--- config.mk ---
export PLATFORM = sky130hd
export DESIGN_NAME = four_channel_prescaled_compare_timer
export DESIGN_NICKNAME = d
export VERILOG_FILES = /design/src/rtl/pcmt_pkg.sv /design/src/rtl/four_channel_prescaled_compare_timer.sv /design/src/rtl/pcmt_ctrl.sv /design/src/rtl/pcmt_dp.sv
export VERILOG_INCLUDE_DIRS = /design/src /design/src/rtl
export SDC_FILE = /design/constraint.sdc
export NUM_CORES = 1
export LEC_CHECK = 0
export ABC_AREA = 1
export BUFFER_PORTS_ARGS = -buffer_cell sky130_fd_sc_hd__clkbuf_2
export CAP_MARGIN = 20
export CORE_MARGIN = 5
export CORE_UTILIZATION = 68
export CTS_CLUSTER_DIAMETER = 80
export DETAILED_ROUTE_END_ITERATION = 10
export PLACE_DENSITY = 0.86
export SLEW_MARGIN = 15
export SYNTH_ARGS = -nofsm -noshare
export SYNTH_HDL_FRONTEND = slang
export SYNTH_SLANG_ARGS = --single-unit
--- constraint.sdc ---
create_clock -name clock -period 12.8 [get_ports clock]
set_clock_uncertainty 0.2 [all_clocks]
set_input_delay 0.64 -clock clock [delete_from_list [all_inputs] [get_ports clock]]
set_output_delay 0.64 -clock clock [all_outputs]
set_load 0.02 [all_outputs]
--- src/rtl/assert_macros.svh ---
// Assertion helper macros for the prescaled compare timer.
// Pulled in by the modules that carry concurrent checks.
`ifndef ASSERT_MACROS_SVH
`define ASSERT_MACROS_SVH

// Checks a property on every rising clock edge outside of reset.
`define PCMT_ASSERT(lbl, prop, msg) \
   lbl: assert property (@(posedge clock) disable iff (reset) (prop)) else $error(msg);

// Checks that an antecedent leads to a consequent in the next cycle.
`define PCMT_ASSERT_NEXT(lbl, ante, cons, msg) \
   lbl: assert property (@(posedge clock) disable iff (reset) (ante) |=> (cons)) else $error(msg);

`endif

--- src/rtl/pcmt_pkg.sv ---
// Shared types and constants of the prescaled compare timer.
// Used by the controller, the datapath and the top level; no dependencies.
package pcmt_pkg;

   // Opcodes of an input word.
   localparam logic [1:0] OP_TICK  = 2'd0;
   localparam logic [1:0] OP_READ  = 2'd1;
   localparam logic [1:0] OP_WRITE = 2'd2;

   // Register offsets inside one timer's window.
   localparam logic [10:0] OFS_COUNT = 11'h000;
   localparam logic [10:0] OFS_MODE  = 11'h010;
   localparam logic [10:0] OFS_COMP  = 11'h020;
   localparam logic [10:0] OFS_HOLD  = 11'h030;

   // Mode word bit positions.
   localparam int MODE_ZRET = 6;
   localparam int MODE_CUE  = 7;
   localparam int MODE_EQIE = 8;
   localparam int MODE_OVIE = 9;
   localparam int MODE_EQUF = 10;
   localparam int MODE_OVFF = 11;
   localparam logic [31:0] MODE_FLAG_MASK = 32'h0000_0C00;

   // Clock select codes in mode bits 1:0.
   localparam logic [1:0] CKS_DIV1    = 2'd0;
   localparam logic [1:0] CKS_DIV16   = 2'd1;
   localparam logic [1:0] CKS_DIV256  = 2'd2;
   localparam logic [1:0] CKS_DIV9437 = 2'd3;

   // Timer slots addressable by the two timer-number bits.
   localparam int TIMER_SLOTS   = 4;
   // Remainder width; the largest divider is below 2**14.
   localparam int PRESCALE_BITS = 14;

   // The slow prescaler and its reciprocal scaled by 2**33, floor(2**33 / 9437).
   localparam logic [13:0] SLOW_DIVISOR = 14'd9437;
   localparam logic [19:0] SLOW_RECIP   = 20'(64'd8589934592 / 64'd9437);
   localparam int          RECIP_SHIFT  = 20;

   localparam logic [16:0] CMP_WRAP  = 17'h1_0000;
   localparam logic [15:0] COUNT_TOP = 16'hFFFF;

   typedef enum logic [2:0] {
      ST_IDLE,
      ST_REG,
      ST_TICK_SEL,
      ST_DIV,
      ST_UPDATE,
      ST_FINISH
   } state_type;

   // Controller to datapath commands.
   typedef struct packed {
      logic capture;
      logic reg_op;
      logic div_load;
      logic div_step;
      logic apply;
      logic next_timer;
      logic emit;
   } cmd_type;

   // Datapath to controller status.
   typedef struct packed {
      logic is_tick;
      logic timer_en;
      logic timer_last;
      logic div_last;
   } status_type;

endpackage

--- src/rtl/four_channel_prescaled_compare_timer.sv ---
// Prescaled compare timer top level: joins pcmt_ctrl and pcmt_dp, uses pcmt_pkg.
// Register read or write: after acceptance the word passes the select, register and finish states.
// Tick batch: each enabled timer passes select, three divider steps and update; each disabled
// timer passes select only; the finish state then loads the result into the output register.
// A finished word waits while the output register holds an untaken word; no new word before.
// Synchronous reset clears all timer state, flags and the output valid.
module four_channel_prescaled_compare_timer import pcmt_pkg::*; #(
   parameter int NUM_TIMERS = 4,
   parameter int TICK_BITS  = 20
) (
   input  logic                 clock,
   input  logic                 reset,
   input  logic                 req_valid,
   output logic                 req_stall,
   input  logic [1:0]           req_opcode,
   input  logic [12:0]          req_address,
   input  logic [31:0]          req_write_data,
   input  logic [TICK_BITS-1:0] req_tick_count,
   output logic                 rsp_valid,
   input  logic                 rsp_stall,
   output logic [31:0]          rsp_read_data,
   output logic [3:0]           rsp_irq_lines
);

   cmd_type    cmd;
   status_type status;

   // Sequencer.
   pcmt_ctrl u_ctrl (
      .clock     (clock),
      .reset     (reset),
      .req_valid (req_valid),
      .req_stall (req_stall),
      .rsp_valid (rsp_valid),
      .rsp_stall (rsp_stall),
      .status    (status),
      .cmd       (cmd)
   );

   // Timer state and arithmetic.
   pcmt_dp #(
      .NUM_TIMERS (NUM_TIMERS),
      .TICK_BITS  (TICK_BITS)
   ) u_dp (
      .clock          (clock),
      .reset          (reset),
      .cmd            (cmd),
      .status         (status),
      .req_opcode     (req_opcode),
      .req_address    (req_address),
      .req_write_data (req_write_data),
      .req_tick_count (req_tick_count),
      .rsp_read_data  (rsp_read_data),
      .rsp_irq_lines  (rsp_irq_lines)
   );

endmodule

--- src/rtl/pcmt_ctrl.sv ---
// Sequencing state machine of the prescaled compare timer.
// Depends on pcmt_pkg and assert_macros.svh; drives the datapath by commands.
`include "assert_macros.svh"

module pcmt_ctrl import pcmt_pkg::*; (
   input  logic       clock,
   input  logic       reset,
   input  logic       req_valid,
   output logic       req_stall,
   output logic       rsp_valid,
   input  logic       rsp_stall,
   input  status_type status,
   output cmd_type    cmd
);

   state_type state_ff, state_in;
   logic      rsp_valid_ff, rsp_valid_in;
   logic      out_free;

   assign out_free  = !rsp_valid_ff || !rsp_stall;
   assign req_stall = (state_ff != ST_IDLE);
   assign rsp_valid = rsp_valid_ff;

   // State and output valid registers.
   always_ff @(posedge clock) begin
      if (reset) begin
         state_ff     <= ST_IDLE;
         rsp_valid_ff <= 1'b0;
      end else begin
         state_ff     <= state_in;
         rsp_valid_ff <= rsp_valid_in;
      end
   end

   // Next state and commands.
   always_comb begin
      state_in = state_ff;
      cmd      = '0;
      case (state_ff)
         ST_IDLE: begin
            if (req_valid) begin
               cmd.capture = 1'b1;
               state_in    = ST_TICK_SEL;
            end
         end
         ST_TICK_SEL: begin
            if (!status.is_tick) begin
               state_in = ST_REG;
            end else if (status.timer_en) begin
               cmd.div_load = 1'b1;
               state_in     = ST_DIV;
            end else if (status.timer_last) begin
               state_in = ST_FINISH;
            end else begin
               cmd.next_timer = 1'b1;
            end
         end
         ST_REG: begin
            cmd.reg_op = 1'b1;
            state_in   = ST_FINISH;
         end
         ST_DIV: begin
            cmd.div_step = 1'b1;
            if (status.div_last) begin
               state_in = ST_UPDATE;
            end
         end
         ST_UPDATE: begin
            cmd.apply = 1'b1;
            if (status.timer_last) begin
               state_in = ST_FINISH;
            end else begin
               cmd.next_timer = 1'b1;
               state_in       = ST_TICK_SEL;
            end
         end
         ST_FINISH: begin
            if (out_free) begin
               cmd.emit = 1'b1;
               state_in = ST_IDLE;
            end
         end
         default: begin
            state_in = ST_IDLE;
         end
      endcase
   end

   // The output word stays valid until taken, and a new one loads only into a free slot.
   assign rsp_valid_in = cmd.emit || (rsp_valid_ff && rsp_stall);

   `PCMT_ASSERT(a_emit_free, !cmd.emit || out_free, "result loaded over a waiting word")
   `PCMT_ASSERT_NEXT(a_div_hold, state_ff == ST_DIV && !status.div_last, state_ff == ST_DIV, "divider left early")
   `PCMT_ASSERT_NEXT(a_upd_next, state_ff == ST_UPDATE && !status.timer_last, state_ff == ST_TICK_SEL, "timer sweep cut short")

endmodule

--- src/rtl/pcmt_dp.sv ---
// Datapath of the prescaled compare timer: timer state, reciprocal prescale divider,
// compare and overflow logic, register access and result word. Depends on pcmt_pkg.
module pcmt_dp import pcmt_pkg::*; #(
   parameter int NUM_TIMERS = 4,
   parameter int TICK_BITS  = 20
) (
   input  logic                 clock,
   input  logic                 reset,
   input  cmd_type              cmd,
   output status_type           status,
   input  logic [1:0]           req_opcode,
   input  logic [12:0]          req_address,
   input  logic [31:0]          req_write_data,
   input  logic [TICK_BITS-1:0] req_tick_count,
   output logic [31:0]          rsp_read_data,
   output logic [3:0]           rsp_irq_lines
);

   localparam int TOT_W = ((TICK_BITS > PRESCALE_BITS) ? TICK_BITS : PRESCALE_BITS) + 1;
   localparam int NXT_W = ((TOT_W > 16) ? TOT_W : 16) + 1;
   // Dividend bits above 2**13 feed the reciprocal product.
   localparam int QY_W  = TOT_W - 13;
   localparam int PRD_W = QY_W + RECIP_SHIFT;
   localparam logic [1:0] DIV_STEPS = 2'd3;

   // Captured input word.
   logic [1:0]           op_ff;
   logic [12:0]          addr_ff;
   logic [31:0]          wdata_ff;
   logic [TICK_BITS-1:0] ticks_ff;

   // Sweep and result registers.
   logic [1:0]  tidx_ff;
   logic [31:0] rd_ff, rd_in;
   logic [3:0]  irq_ff;
   logic [31:0] out_rd_ff;
   logic [3:0]  out_irq_ff;

   // Timer state.
   logic [15:0]              cnt_ff   [TIMER_SLOTS];
   logic [31:0]              mode_ff  [TIMER_SLOTS];
   logic [15:0]              comp_ff  [TIMER_SLOTS];
   logic [15:0]              hold_ff  [TIMER_SLOTS];
   logic [PRESCALE_BITS-1:0] prem_ff  [TIMER_SLOTS];

   // Prescale divider.
   logic [TOT_W-1:0]         div_x_ff;
   logic [QY_W-1:0]          div_qe_ff;
   logic [14:0]              div_r0_ff;
   logic [TOT_W-1:0]         div_q_ff;
   logic [PRESCALE_BITS-1:0] div_r_ff;
   logic [1:0]               div_cnt_ff;

   logic [1:0]               sel;
   logic                     sel_ok;
   logic [31:0]              cur_mode;
   logic [15:0]              cur_cnt;
   logic [15:0]              cur_comp;
   logic [TOT_W-1:0]         dividend;
   logic [PRD_W-1:0]         recip_prod;
   logic [TOT_W-1:0]         back_prod;
   logic [TOT_W-1:0]         slow_rem;
   logic [TOT_W-1:0]         q_fix, q_sel;
   logic [PRESCALE_BITS-1:0] r_fix, r_sel;

   logic [16:0]      cmp_v;
   logic [NXT_W-1:0] nxt, nxt_z;
   logic             hit_eq, hit_ov, irq_bit;
   logic [31:0]      flags;

   assign sel      = (op_ff == OP_TICK) ? tidx_ff : addr_ff[12:11];
   assign sel_ok   = (32'(sel) < NUM_TIMERS);
   assign cur_mode = mode_ff[sel];
   assign cur_cnt  = cnt_ff[sel];
   assign cur_comp = comp_ff[sel];
   assign dividend = TOT_W'(prem_ff[sel]) + TOT_W'(ticks_ff);

   assign status.is_tick    = (op_ff == OP_TICK);
   assign status.timer_en   = cur_mode[MODE_CUE];
   assign status.timer_last = (tidx_ff == 2'(NUM_TIMERS - 1));
   assign status.div_last   = (div_cnt_ff == 2'd1);

   // Quotient estimate by the slow divisor is low by at most two; the
   // remainder against it is then below three divisors.
   assign recip_prod = PRD_W'(div_x_ff[TOT_W-1:13]) * PRD_W'(SLOW_RECIP);
   assign back_prod  = TOT_W'(div_qe_ff) * TOT_W'(SLOW_DIVISOR);
   assign slow_rem   = div_x_ff - back_prod;

   // Final quotient and remainder for the selected prescaler.
   always_comb begin
      if (div_r0_ff >= {SLOW_DIVISOR, 1'b0}) begin
         q_fix = TOT_W'(div_qe_ff) + TOT_W'(2);
         r_fix = PRESCALE_BITS'(div_r0_ff - {SLOW_DIVISOR, 1'b0});
      end else if (div_r0_ff >= {1'b0, SLOW_DIVISOR}) begin
         q_fix = TOT_W'(div_qe_ff) + TOT_W'(1);
         r_fix = PRESCALE_BITS'(div_r0_ff - {1'b0, SLOW_DIVISOR});
      end else begin
         q_fix = TOT_W'(div_qe_ff);
         r_fix = PRESCALE_BITS'(div_r0_ff);
      end
      case (cur_mode[1:0])
         CKS_DIV1: begin
            q_sel = div_x_ff;
            r_sel = '0;
         end
         CKS_DIV16: begin
            q_sel = div_x_ff >> 4;
            r_sel = PRESCALE_BITS'(div_x_ff[3:0]);
         end
         CKS_DIV256: begin
            q_sel = div_x_ff >> 8;
            r_sel = PRESCALE_BITS'(div_x_ff[7:0]);
         end
         default: begin
            q_sel = q_fix;
            r_sel = r_fix;
         end
      endcase
   end

   // Count advance, compare match and overflow.
   always_comb begin
      cmp_v   = (cur_comp == 16'd0) ? CMP_WRAP : {1'b0, cur_comp};
      nxt     = NXT_W'(cur_cnt) + NXT_W'(div_q_ff);
      hit_eq  = (17'(cur_cnt) < cmp_v) && (nxt >= NXT_W'(cmp_v));
      nxt_z   = (hit_eq && cur_mode[MODE_ZRET]) ? nxt - NXT_W'(cmp_v) : nxt;
      hit_ov  = (nxt_z >= NXT_W'(COUNT_TOP));
      flags   = '0;
      flags[MODE_EQUF] = hit_eq;
      flags[MODE_OVFF] = hit_ov;
      irq_bit = (hit_eq && cur_mode[MODE_EQIE]) || (hit_ov && cur_mode[MODE_OVIE]);
   end

   // Register read value.
   always_comb begin
      rd_in = '0;
      if (op_ff == OP_READ && sel_ok) begin
         case (addr_ff[10:0])
            OFS_COUNT: rd_in = {16'd0, cur_cnt};
            OFS_MODE:  rd_in = cur_mode;
            OFS_COMP:  rd_in = {16'd0, cur_comp};
            OFS_HOLD:  rd_in = {16'd0, hold_ff[sel]};
            default:   rd_in = '0;
         endcase
      end
   end

   // Input capture, sweep index, result and divider registers.
   always_ff @(posedge clock) begin
      if (cmd.capture) begin
         op_ff    <= req_opcode;
         addr_ff  <= req_address;
         wdata_ff <= req_write_data;
         ticks_ff <= req_tick_count;
         tidx_ff  <= '0;
         rd_ff    <= '0;
         irq_ff   <= '0;
      end else begin
         if (cmd.next_timer) begin
            tidx_ff <= tidx_ff + 2'd1;
         end
         if (cmd.reg_op) begin
            rd_ff <= rd_in;
         end
         if (cmd.apply && irq_bit) begin
            irq_ff[tidx_ff] <= 1'b1;
         end
      end
      // The divider stages run as a pipeline on a held dividend; the third
      // step leaves the final quotient and remainder.
      if (cmd.div_load) begin
         div_x_ff   <= dividend;
         div_cnt_ff <= DIV_STEPS;
      end else if (cmd.div_step) begin
         div_qe_ff  <= recip_prod[PRD_W-1:RECIP_SHIFT];
         div_r0_ff  <= slow_rem[14:0];
         div_q_ff   <= q_sel;
         div_r_ff   <= r_sel;
         div_cnt_ff <= div_cnt_ff - 2'd1;
      end
      if (cmd.emit) begin
         out_rd_ff  <= rd_ff;
         out_irq_ff <= irq_ff;
      end
   end

   // Timer state updates from tick sweeps and register writes.
   always_ff @(posedge clock) begin
      if (reset) begin
         for (int i = 0; i < TIMER_SLOTS; i++) begin
            cnt_ff[i]  <= '0;
            mode_ff[i] <= '0;
            comp_ff[i] <= '0;
            hold_ff[i] <= '0;
            prem_ff[i] <= '0;
         end
      end else if (cmd.apply) begin
         cnt_ff[sel]  <= nxt_z[15:0];
         mode_ff[sel] <= cur_mode | flags;
         prem_ff[sel] <= div_r_ff;
      end else if (cmd.reg_op && op_ff == OP_WRITE && sel_ok) begin
         case (addr_ff[10:0])
            OFS_COUNT: cnt_ff[sel]  <= wdata_ff[15:0];
            OFS_MODE:  mode_ff[sel] <= (cur_mode & MODE_FLAG_MASK & ~(wdata_ff & MODE_FLAG_MASK))
                                       | (wdata_ff & ~MODE_FLAG_MASK);
            OFS_COMP:  comp_ff[sel] <= wdata_ff[15:0];
            OFS_HOLD:  hold_ff[sel] <= wdata_ff[15:0];
            default:   ;
         endcase
      end
   end

   assign rsp_read_data = out_rd_ff;
   assign rsp_irq_lines = out_irq_ff;

endmodule
* Word level (Yosys, flattened, before mapping)
Memories as Yosys holds them, arrays and structs flattened.
Index checks and enable logic that the tools add are counted.
** Storage, ports and cells
- Register bits :: 226
- Memory bits (writable) :: 376
- Bits of input ports :: 71
- Output and inout bits :: 38
- Word-level logic and storage cells :: 170
- Memories :: 5
** Memory list
- u_dp.mode_ff :: words 4, width 32, read ports 1, clocked after memory_dff 0, write ports 4, RTL line pcmt_dp.sv:41 : logic [31:0] mode_ff [TIMER_SLOTS];
- u_dp.cnt_ff :: words 4, width 16, read ports 1, clocked after memory_dff 0, write ports 4, RTL line pcmt_dp.sv:40 : logic [15:0] cnt_ff [TIMER_SLOTS];
- u_dp.comp_ff :: words 4, width 16, read ports 1, clocked after memory_dff 0, write ports 4, RTL line pcmt_dp.sv:42 : logic [15:0] comp_ff [TIMER_SLOTS];
- u_dp.hold_ff :: words 4, width 16, read ports 1, clocked after memory_dff 0, write ports 4, RTL line pcmt_dp.sv:43 : logic [15:0] hold_ff [TIMER_SLOTS];
- u_dp.prem_ff :: words 4, width 14, read ports 1, clocked after memory_dff 0, write ports 4, RTL line pcmt_dp.sv:44 : logic [PRESCALE_BITS-1:0] prem_ff [TIMER_SLOTS];
** Cells by class
- Add/subtract/negate cells :: 10
- $mul :: 2
- Order comparisons :: 7
- Equal/unequal tests :: 18
- Muxes and demuxes :: 77
- Bitwise operators :: 8
- Reductions and logical operators :: 26
** Operators with widths (number)
- 32-bit case mux with 4 select lines :: 1
- 32-bit two-way mux :: 3
- 16-bit two-way mux :: 4
- 21-bit case mux with 3 select lines :: 1
- 16-bit OR reduction :: 3
- 1-bit two-way mux :: 44
- 14-bit two-way mux :: 3
- 21-bit two-way mux :: 2
- 14-bit case mux with 3 select lines :: 1
- 12-bit by 32-bit bitwise AND with 32-bit output :: 1
- 12-bit inverter with 32-bit output :: 1
- 32-bit by 12-bit bitwise OR with 32-bit output :: 1
- 32-bit bitwise OR :: 1
- 32-bit OR reduction :: 1
- 8-bit by 20-bit multiplier with 28-bit output (second input constant) :: 1
- 16-bit by 21-bit adder with 22-bit output :: 1
- 11-bit by 6-bit equality test with 1-bit output (second input constant) :: 2
- 22-bit by 16-bit >= comparator with 1-bit output (second input constant) :: 1
- 22-bit by 17-bit >= comparator with 1-bit output :: 1
- 22-bit two-way mux :: 1
- 22-bit by 17-bit subtractor with 22-bit output :: 1
- 14-bit by 20-bit adder with 21-bit output :: 1
- 3-bit two-way mux :: 7
- 3-bit case mux with 6 select lines :: 1
- other kinds (40) :: 64

* Depth between registers and ports, before layout
An unclocked memory read counts as a cell.
- Word-level depth :: 13
- Depth in mapped cells :: 43

* Cells and area by module
A second synthesis with hierarchy kept.
** Second synthesis, totals
- Cells, all modules :: 3472
- Area, all modules :: 33510.9 um2
** Modules (own cells, without submodules)
- pcmt_dp :: times used 1, cells an instance 3406, area an instance 33134.3 um2
- pcmt_ctrl :: times used 1, cells an instance 66, area an instance 376.6 um2

* Worst setup path after synthesis
OpenSTA, ideal clock, no wires.
- Kind :: register to register
- From :: register u_dp.op_ff[0]
- To :: register u_dp.irq_ff[3]
- Library setup time :: 0.228 ns
- Arrival time :: 5.368 ns
- Slack :: 7.004 ns
- Cell stages (with the launch flop) :: 39
- Clock period less this slack :: 5.796 ns
- Cell sequence :: edfxtp_1 > nor2_4 > nand2_1 > nand2_2 > buf_4 > buf_6 > clkbuf_1 > clkbuf_1 > o21ai_0 > o22ai_1 > ha_1 > nand3_1 > nand3_1 > a21oi_1 > o21ai_0 > a31o_2 > xnor2_1 > inv_1 > [3 not listed] > nand2_1 > nor4_1 > nand4_1 > nand2_1 > nor2_1 > nand2_2 > clkbuf_1 > nand4_1 > nand2_1 > nor2_1 > nand2_1 > nor2_1 > nand2_1 > nand2_1 > nand2_1 > nand2_2 > a21oi_1 > nor2_1
** Between the ends
- Cells in the longest elaborated chain, start to end :: 13
- Elaborated cells between the ends (all ways) :: 19
- Those cells by class :: add/sub: 2; order compare: 3; mux: 3; reduce/logical: 8; memory: 3
** Ends and longest elaborated chain
- from (decl) :: RTL line pcmt_dp.sv:27 : logic [1:0] op_ff;
- from (signal assigned) :: RTL line pcmt_dp.sv:151 : op_ff <= req_opcode;
- 2-bit logical NOT * :: RTL line pcmt_dp.sv:71 : assign sel = (op_ff == OP_TICK) ? tidx_ff : addr_ff[12:11];
- 2-bit two-way mux * :: RTL line pcmt_dp.sv:71
- branches (longest 9 deep; another with 16-bit by 21-bit adder with 22-bit output)
- 1-bit logical OR * :: RTL line pcmt_dp.sv:131 : irq_bit = (hit_eq && cur_mode[MODE_EQIE]) || (hit_ov && cur_mode[MODE_OVIE]);
- 1-bit logical AND * :: RTL line pcmt_dp.sv:165 : if (cmd.apply && irq_bit) begin
- to (signal assigned) :: RTL line pcmt_dp.sv:157 : irq_ff <= '0;
- to (signal, indexed assignment) :: RTL line pcmt_dp.sv:166 : irq_ff[tidx_ff] <= 1'b1;
- to (decl) :: RTL line pcmt_dp.sv:35 : logic [3:0] irq_ff;
Every way passes the cells marked *.
A chain may end at the register's enable or synchronous reset.

==> run_results.csv <==
group,metric,value,unit
run_status,outcome,"complete, no violations",
clock_tree,root_buffer,"clkbuf_16",
route,wl_per_cell,22.08,um
clock_tree,clock_sinks,602,
timing,fin_crit_sh,0.6222,
clock_tree,cts_tree,"yes",
placed_design,gp_congestion,0.9967,
timing,setup_violations,0,
timing,final.setup.worst_slack,4.836,ns
global_routing,grt_pass1_wl,145.6,mm
cells_and_area,multiInputGateArea,0.01382,mm2
floorplan,start_util,0.6865,
timing,hold_violations,0,
logic_synthesis,synthCells,3485,
floorplan,die_x,232.3,um
logic_synthesis,yosysSeqAreaShare,0.5249,
clock_tree,cts_buffers,59,
worst_hold_path,whs_endpoint,"u_dp.addr_ff[2]",
logic_synthesis,synth_fp_nets,3832,
timing,tightestPinTransition,1.018,ns
pwr,power-per-cell-area,251.9,mW/mm2
cells_and_area,final_util,0.7620,
cells_and_area,final_cells,4319,
setup_path,max_stage_delay,0.86,ns
route,vias,26970,
timing,period_minus_slack,7.964,ns
cells_and_area,nFillCells,3056,
global_routing,antenna_found_initial,1,
pwr,p_comb_frac,0.520,
logic_synthesis,syn_area_per_cell,9.642,um2
setup_path,startpoint_type,"flip-flop",
setup_path,critPathRequiredTime,12.96,ns
floorplan,core-area,0.04895,mm2
route,wl_met3,10.31,mm
route,routed_wl,95.38,mm
timing,final.setup.tns,0,ns
setup_path,cp_max_fo,74,
route,wl_met2,45.06,mm
logic_synthesis,mappedNetlistArea,0.03360,mm2
setup_path,cp.arrival,8.12,ns
route,ant_nets,0,
global_routing,overflow,0,
clock_tree,cts-resized-gates,0,
pwr,seqPwrFrac,0.286,
pwr,netSwitchingPower,4167,uW
logic_synthesis,synth.distinct_cells,55,
logic_synthesis,synthFlopType,"edfxtp_1",
logic_synthesis,yosys_warnings,0,
floorplan,io_pins,109,
cells_and_area,nets,3952,
route,viasPerCell,6.243,
setup_path,path_common_cell,"nor2_1",
logic_synthesis,ys_ff_latch,602,
global_routing,grt_pass1_vias,26710,
clock_tree,clockBufferDepth,3,
floorplan,rows,81,
global_routing,grt_max_degree,129,
timing,rsz0062_at_grt,"no",
timing,max_freq,125.6,MHz
worst_hold_path,hp-start,"req_address[2]",
setup_path,r2r_cells,32,
run,max_cap_viol_count,0,
logic_synthesis,async_flop_share,0,
placed_design,portBuffers,108,
clock_tree,cts.clk_slew.worst_paths,0.07,ns
setup_path,end_kind,"flip-flop",
cells_and_area,regArea,0.01764,mm2
setup_path,r2r_start,"u_dp.op_ff[1]",
route,drtPass1Iterations,8,
timing,timing.slew.headroom,0.3162,
clock_tree,clk-insertion-delay-late,0.63,ns
pwr,peakVddDrop,550.4,uV
route,wl_met1,33.40,mm
cells_and_area,drive_above_1_share,0.08158,
placed_design,dp.cells,4152,
pwr,power_leakage,0.01556,uW
pwr,switching_share,0.4435,
cells_and_area,areaGrowthSynthToFinish,11.01,%
route,drtIter0Drc,3684,
timing,report.final.slew_viol_count,0,
setup_path,r2r_end,"u_dp.mode_ff[0][11]",
setup_path,r2r_setup_slack,4.84,ns
global_routing,grt_use_total,0.3478,
setup_path,cpMaxStageDelayCell,"buf_4",
route,drc,0,
worst_hold_path,hold_path_class,"input port to flip-flop",
logic_synthesis,synth_edf_count,558,
pwr,clkPwrFrac,0.194,
floorplan,die_area,0.05396,mm2
pwr,internal-power,5230,uW
setup_path,crit_type,"flip-flop to flip-flop",
route,dr.max_layer_used,"met4",
placed_design,place.detailed.hpwl,62.59,mm
placed_design,pre_cts_ws,5.023,ns
floorplan,die_h,232.3,um
clock_tree,ctsHtreeMaxLevel,2,
worst_hold_path,min_path_cells,1,
==> worst max-delay path, delay by kind of cell (launching register included) <==
family                   cells  cell delay (ns)
AO/OA/AOI/OAI                8             2.25
AND/OR/NAND/NOR             17             2.55
XOR/XNOR                     1             0.21
adder cells (fa/ha/maj)      2             0.73
buffers and inverters        4             1.28
flip-flops                   1             0.46
==> layer usage <==
metal / GRT usage / vias up
met5: 0 / -
met4: 0.2018 / 0
met3: 0.06738 / 424
met2: 0.5723 / 1916
met1: 0.4329 / 12650
li1: - / 11980
==> flip-flops by register name (all words and copies together) (netlist names), 15 cells and up <==
name                flops
u_dp.cnt_ff            64
u_dp.comp_ff           64
u_dp.div_q_ff          21
u_dp.div_r0_ff         15
u_dp.div_x_ff          21
u_dp.hold_ff           64
u_dp.mode_ff          128
u_dp.prem_ff           56
u_dp.rd_ff             32
u_dp.rsp_read_data     32
u_dp.ticks_ff          20
u_dp.wdata_ff          32
==> area by class of cell <==
| class | instances | share of cell area |
|---|---|---|
| clock buffer | 81 | 0.04397 |
| tap | 664 | 0.02227 |
| sequential | 602 | 0.4728 |
| timing repair buffer | 188 | 0.03462 |
| antenna | 2 | 0.0001342 |
| inverter | 454 | 0.04568 |
| clock inverter | 28 | 0.01013 |
| multi-input combinational | 2300 | 0.3704 |
==> cell usage after synthesis, drive strengths merged, types with 10 or more instances <==
| library cell | instances | area (um2) |
|---|---|---|
| inv | 435 | 1633 |
| dfxtp | 44 | 880.8 |
| xor2 | 56 | 490.5 |
| nor3 | 21 | 105.1 |
| clkinv | 19 | 71.32 |
| a21oi | 171 | 855.8 |
| buf | 20 | 140.1 |
| o22ai | 70 | 437.9 |
| o22a | 10 | 87.58 |
| o21ai | 258 | 1306 |
| or2 | 32 | 200.2 |
| edfxtp | 558 | 16760 |
| xnor2 | 31 | 271.5 |
| ha | 191 | 2390 |
| nand3 | 130 | 663.1 |
| nand2 | 486 | 1884 |
| clkbuf | 109 | 409.1 |
| nand4 | 34 | 212.7 |
| fa | 85 | 1702 |
| nor2 | 633 | 2384 |
| a32oi | 18 | 157.7 |
==> timing repair <==
action,CTS,global route
hold buffers,55,0
setup buffers,0,0
hold endpoints to repair,55,0
setup endpoints to repair,0,0
==> layout by cell type (no fill, tap or decap), types with 13 or more instances in the layout <==
cell           instances
ha_1                 191
xnor2_1               31
clkbuf_1              15
o22ai_1               70
clkinv_1              19
nand4_1               34
clkbuf_2             108
buf_4                 24
a32oi_1               18
a21oi_1              171
o21ai_0              251
nor2_1               626
xor2_1                56
clkbuf_16             60
inv_1                429
fa_1                  85
nand3_1              129
or2_2                 30
dfxtp_1               44
clkinv_2              15
nand2_1              468
dlygate4sd3_1         55
nor3_1                19
nand2_2               13
edfxtp_1             558
==> worst max-delay path by stage <==
stage                       start             endpoint  slack (ns)  depth (start not counted)
floorplan           u_dp.op_ff[0]       u_dp.irq_ff[3]        7.00                         38
global placement    u_dp.op_ff[1]  u_dp.mode_ff[0][11]        5.22                         32
detailed placement  u_dp.op_ff[1]  u_dp.mode_ff[2][11]        5.02                         32
CTS                 u_dp.op_ff[1]  u_dp.mode_ff[2][11]        4.98                         32
global route        u_dp.op_ff[0]  u_dp.mode_ff[0][11]        4.20                         32
finish              u_dp.op_ff[1]  u_dp.mode_ff[0][11]        4.84                         32
==> cells by family (layout without fill, tap and decap cells) <==
group	Yosys count	in the layout	share of synthesized area
AND/OR/NAND/NOR	1353	1353	0.1655
flip-flops	602	602	0.5249
AO/OA/AOI/OAI	584	584	0.09815
buffers and inverters	583	751	0.06706
adder cells (fa/ha/maj)	276	276	0.1218
XOR/XNOR	87	87	0.02268
other	0	2	0
==> power groups by stage <==
stage	registers, uW	logic (uW)	clock network [uW]
2_1_floorplan	2680	3480	0
3_3_place_gp	2710	4610	0
3_5_place_dp	2720	4700	0
4_1_cts	2680	4770	1800
5_1_grt	2700	5380	1890
6_report	2690	4890	1820
==> stage by stage <==
step / cell area, um2 / hold WS, ns / total power, uW
final: 37300 / 0.02285 / 9397
after global routing: 37300 / 0.01567 / 9969
after CTS: 37280 / 0.002928 / 9257
after detailed placement: 34710 / 0.2142 / 7416
after global placement: 34710 / 0.2129 / 7315
after floorplan: 33600 / 0.2082 / 6158
No activity file was read; power rests on OpenSTA's default activity.
